**src/rtl/lpht_pkg.sv**
```systemverilog
// Shared types, constants and key hashing function for the linear probe hash table.
package lpht_pkg;

   // Payload widths fixed by the transaction format
   localparam int FUNC_W        = 2;
   localparam int KEY_W         = 64;
   localparam int VALUE_W       = 32;
   localparam int ENTRY_COUNT_W = 7;
   localparam int MAX_KEY_BYTES = 8;
   // Sum of up to eight bytes stays below 2048
   localparam int SUM_W         = 11;

   // Defaults for the top-level parameters
   localparam int DEF_TABLE_SLOTS = 64;
   localparam int DEF_KEY_BYTES   = 8;

   // Operation codes
   localparam logic [FUNC_W-1:0] FUNC_SET   = 2'd0;
   localparam logic [FUNC_W-1:0] FUNC_UNSET = 2'd1;
   localparam logic [FUNC_W-1:0] FUNC_FIND  = 2'd2;

   // Slot status codes
   localparam int SLOT_STATUS_W = 2;
   localparam logic [SLOT_STATUS_W-1:0] STATUS_EMPTY    = 2'd0;
   localparam logic [SLOT_STATUS_W-1:0] STATUS_OCCUPIED = 2'd1;
   localparam logic [SLOT_STATUS_W-1:0] STATUS_DELETED  = 2'd2;

   typedef struct packed {
      logic [KEY_W-1:0] key;
      logic [SUM_W-1:0] sum;
   } norm_type;

   // Commands from the controller to the datapath
   typedef struct packed {
      logic clear;
      logic load_req;
      logic hash_q;
      logic hash_mod;
      logic issue;
      logic probe;
      logic finish_nop;
      logic load_out;
   } cmd_type;

   // Status from the datapath to the controller
   typedef struct packed {
      logic clear_last;
      logic func_bad;
      logic stop;
   } sts_type;

   // Cut the key at its first zero byte and sum the bytes before it
   function automatic norm_type norm_key(input logic [KEY_W-1:0] raw, input int key_bytes);
      norm_type   n;
      logic       live;
      logic [7:0] b;
      n.key = '0;
      n.sum = '0;
      live  = 1'b1;
      for (int i = 0; i < MAX_KEY_BYTES; i++) begin
         b = raw[8*i +: 8];
         if (i >= key_bytes || b == 8'd0) begin
            live = 1'b0;
         end
         if (live) begin
            n.key[8*i +: 8] = b;
            n.sum = n.sum + SUM_W'(b);
         end
      end
      return n;
   endfunction

endpackage

```
**src/rtl/lpht_ctrl.sv**
```systemverilog
// Controller state machine: sequences clearing, hashing, probing and result hand-off.
module lpht_ctrl import lpht_pkg::*; (
   input  logic    clock,
   input  logic    reset,
   input  logic    req_valid,
   output logic    req_ready,
   output logic    rsp_valid,
   input  logic    rsp_ready,
   input  sts_type sts,
   output cmd_type cmd
);

   typedef enum logic [6:0] {
      S_CLEAR = 7'b0000001,
      S_IDLE  = 7'b0000010,
      S_HASH  = 7'b0000100,
      S_MOD   = 7'b0001000,
      S_ISSUE = 7'b0010000,
      S_PROBE = 7'b0100000,
      S_DONE  = 7'b1000000
   } state_type;

   state_type state_ff, state_in;
   logic      rsp_valid_ff, rsp_valid_in;
   logic      out_free;

   assign out_free = !rsp_valid_ff || rsp_ready;

   // Next state and commands
   always_comb begin
      state_in  = state_ff;
      cmd       = '0;
      req_ready = 1'b0;
      unique case (state_ff)
         S_CLEAR: begin
            cmd.clear = 1'b1;
            if (sts.clear_last) begin
               state_in = S_IDLE;
            end
         end
         S_IDLE: begin
            req_ready = 1'b1;
            if (req_valid) begin
               cmd.load_req = 1'b1;
               state_in     = S_HASH;
            end
         end
         S_HASH: begin
            cmd.hash_q = 1'b1;
            state_in   = S_MOD;
         end
         S_MOD: begin
            if (sts.func_bad) begin
               cmd.finish_nop = 1'b1;
               state_in       = S_DONE;
            end else begin
               cmd.hash_mod = 1'b1;
               state_in     = S_ISSUE;
            end
         end
         S_ISSUE: begin
            cmd.issue = 1'b1;
            state_in  = S_PROBE;
         end
         S_PROBE: begin
            cmd.probe = 1'b1;
            if (sts.stop) begin
               state_in = S_DONE;
            end
         end
         S_DONE: begin
            if (out_free) begin
               cmd.load_out = 1'b1;
               state_in     = S_IDLE;
            end
         end
         default: begin
            state_in = S_CLEAR;
         end
      endcase
   end

   // Hold the response valid until the transaction is taken
   always_comb begin
      rsp_valid_in = rsp_valid_ff;
      if (cmd.load_out) begin
         rsp_valid_in = 1'b1;
      end else if (rsp_ready) begin
         rsp_valid_in = 1'b0;
      end
   end

   always_ff @(posedge clock) begin
      if (reset) begin
         state_ff     <= S_CLEAR;
         rsp_valid_ff <= 1'b0;
      end else begin
         state_ff     <= state_in;
         rsp_valid_ff <= rsp_valid_in;
      end
   end

   assign rsp_valid = rsp_valid_ff;

   // The clearing pass runs once after reset only
   a_no_reclear: assert property (@(posedge clock) disable iff (reset)
      (state_ff != S_CLEAR) |=> (state_ff != S_CLEAR))
      else $error("clearing pass re-entered without reset");

   // A finished result leaves as soon as the output register is free
   a_done_drains: assert property (@(posedge clock) disable iff (reset)
      (state_ff == S_DONE && out_free) |=> (state_ff == S_IDLE && rsp_valid_ff))
      else $error("finished result not handed to the output register");

   // A probe step ends only through a stop or continues probing
   a_probe_exit: assert property (@(posedge clock) disable iff (reset)
      (state_ff == S_PROBE && !sts.stop) |=> (state_ff == S_PROBE))
      else $error("probe left without a stop condition");

endmodule

```
**config.mk**
```make
export PLATFORM = sky130hd
export DESIGN_NAME = lpht_ctrl
export DESIGN_NICKNAME = d
export VERILOG_FILES = /design/src/rtl/lpht_pkg.sv /design/src/rtl/lpht_ctrl.sv
export SDC_FILE = /design/constraint.sdc
export NUM_CORES = 1
export LEC_CHECK = 0
export BUFFER_PORTS_ARGS = -buffer_cell sky130_fd_sc_hd__buf_2
export CAP_MARGIN = 25
export CORE_AREA = 5 5 42 44
export CTS_CLUSTER_DIAMETER = 200
export DETAILED_ROUTE_END_ITERATION = 6
export DIE_AREA = 0 0 47 49
export GPL_TIMING_DRIVEN = 0
export PLACE_DENSITY_LB_ADDON = 0.1
export SYNTH_ARGS = -nofsm -noshare
export SYNTH_HDL_FRONTEND = slang
export SYNTH_SLANG_ARGS = --single-unit
```
**constraint.sdc**
```tcl
create_clock -name clock -period 3.6 [get_ports clock]
set_input_delay 0.36 -clock clock [delete_from_list [all_inputs] [get_ports clock]]
set_output_delay 0.36 -clock clock [all_outputs]
set_load 0.02 [all_outputs]
```
==> metrics.cfg <==
[floorplanning]
initial_utilization_pct = 38.8
num_io_pins = 17
die_height_microns = 49
core_area_sq_um = 1400
row_count = 14
die_w_microns = 47
die_area_sq_um = 2300

[routing]
vias_per_cell = 5.31
first_pass_iters = 3
drc = 0
drt_iter0_drc = 9
wl_per_cell_microns = 12.7
vias = 510
final_antenna_net_count = 0
routed_wl_microns = 1220

[finish]
most-common-layout-cells = buf_2 (17), dfxtp_1 (8), nand2b_1 (5), nor3b_1 (5), nand2_1 (4)
layout_commonest_cell = buf_2
multi_input_area_sq_um = 360
area_growth_pct = 22.5
drive_above_1_share_pct = 40.0
antenna_cells = 0
nNetsFinal = 89
fillers = 165
final-seq-area_sq_um = 160
instances_no_fill = 96

[clocking]
h-tree-depth = 1
numCtsBuffers = 3
clk_latency_ns = 0.25
cts.clk_slew.worst_paths_ns = 0.05
cts_tree = yes
cts_root_buf = clkbuf_4
cts.path.max_buffers = 2
cts_hold_buf = 0
cts.sinks = 8
post_cts_buffers = 0
ctsResizeCount = 0

[synth]
synthTopCellsByArea = dfxtp_1 (29%), nor3b_1 (6.9%), nand2b_1 (5.7%)
yosysTopAreaCellShare_pct = 29.4
ys_ff_latch = 8
synth_top_area_cell = dfxtp_1
ys_types = 31
syn_inst = 61
seq_area_frac_synth_pct = 29.4
syn_nets = 68
synthesis.area_sq_um = 544
ys.warnings.count = 0
syn_area_per_cell_sq_um = 8.92

[global_routing]
grt_pass1_wl_microns = 2030
grt_busiest_layer = met2
antenna_found_initial = 0
grt.met1_usage_pct = 15.8
globalRouteTotalUtil_pct = 11.8
grt_max_degree = 10
grtUsageMet3_pct = 2.58
grt_util_met2_pct = 16.7
grt_pass1_vias = 448
gr-total-overflow = 0

[timing]
hold_ws_ns = 0.393
fin_skew_ns = 0.00377
timing.final.ws_setup_ns = 1.48
tightest_slew_ns = 0.426
rsz0062_at_grt = false
fmax_mhz = 472
hold_viol = 0
layout_min_cycle_time_ns = 2.12
period_share_pct = 58.9
fin_setup_tns_ns = 0
finalSetupViolations = 0
drv_slew = 0
relSlewSlack_pct = 71.3

[critical_path]
crit_path_start_kind = flop
critPathCaptureType = output port
crit_fanout = 8
cp.arrival_ns = 1.76
critPathRequiredTime_ns = 3.24
criticalPathCategory = reg2out

[flow_run]
drv_cap = 0

[placement]
hpwl_microns = 938
placed_cells = 93
gp_congestion = 0.772
portBuffers = 16
post-place-ws_ns = 1.74

[pwr]
powerDensity_nw_per_um2 = 489
max-vdd-ir-drop_mv = 0.193
p_leak_uw = 0.000293

[hold_path]
min-delay-path-class = in2reg

[status]
status = completed

## sequential cells by signal, summed over array words and instances (netlist names)
name       count
state_ff       7
rsp_valid      1
## area by class of cell
type / count / area share (%)
Sequential cell: 8 / 24.0
Multi-Input combinational cell: 48 / 54.0
Tap cell: 16 / 3.00
Timing Repair Buffer: 16 / 12.0
Buffer: 2 / 1.88
Clock buffer: 3 / 3.38
Inverter: 3 / 1.69
## per-stage QoR
stage               utilization (%)  total power [uW]  instance area, sq um
floorplan                         -               224                   544
global placement               46.0               262                   644
finish                         47.6               326                   667
detailed placement             46.0               263                   644
CTS                            47.6               333                   667
global route                   47.6               351                   667
## path summary, 6_finish.rpt
| path | start | endpoint | slack (ns) | depth (start not counted) |
|---|---|---|---|---|
| setup / recovery | state_ff[6] | cmd[6] | 1.48 | 5 |
| hold / removal | sts[2] | state_ff[0] | 0.39 | 4 |
| setup reg to reg | state_ff[6] | state_ff[1] | 2.05 | 4 |
| hold reg to reg | rsp_valid | rsp_valid | 0.50 | 2 |
## per-layer routing
layer / vias to the layer above / share of wire (%) / routed length (microns)
met5: - / 0 / 0
met4: 0 / 1.9 / 23
met3: 4 / 6.8 / 83
met2: 16 / 44 / 538
met1: 227 / 47 / 570
li1: 263 / - / -
## critical path, stage by stage, from the launching register on
cell	delay (ns)
dfxtp_1	0.37
or3_4	0.42
or3_4	0.40
inv_2	0.06
and2_1	0.10
buf_2	0.15
## where the power goes
part	switching (uW)	internal [uW]	leakage (uW)	total (uW)
Clock	29.4	38.1	0.0000138	67.5
Sequential	16.5	100	0.0000650	117
Combinational	84.2	57.8	0.000214	142
Total	130	196	0.000293	326
## logic make-up after synthesis
| logic type | after synthesis | synth area share, % |
|---|---|---|
| DFF | 8 | 29.4 |
| and+or+nand+nor | 34 | 45.3 |
| xor gates and xnor gates | 2 | 3.22 |
| buffers and inverters | 5 | 4.37 |
| AOI/OAI and AO/OA | 10 | 14.0 |
| muxes | 2 | 3.68 |
## cell usage after synthesis (all sizes together)
cell type  n
nor3       3
nor2       2
mux2i      2
o22ai      2
nand2      4
or3        2
buf        2
o22a       1
nor4b      1
o21ai      2
dfxtp      8
and4       1
inv        3
xnor2      2
a21oi      3
nor3b      6
or2        2
nand3      1
and2       2
nor2b      1
and3       1
a22o       1
o31ai      1
nand2b     5
nor4       2
and4b      1
No activity file was read; power rests on OpenSTA's default activity.
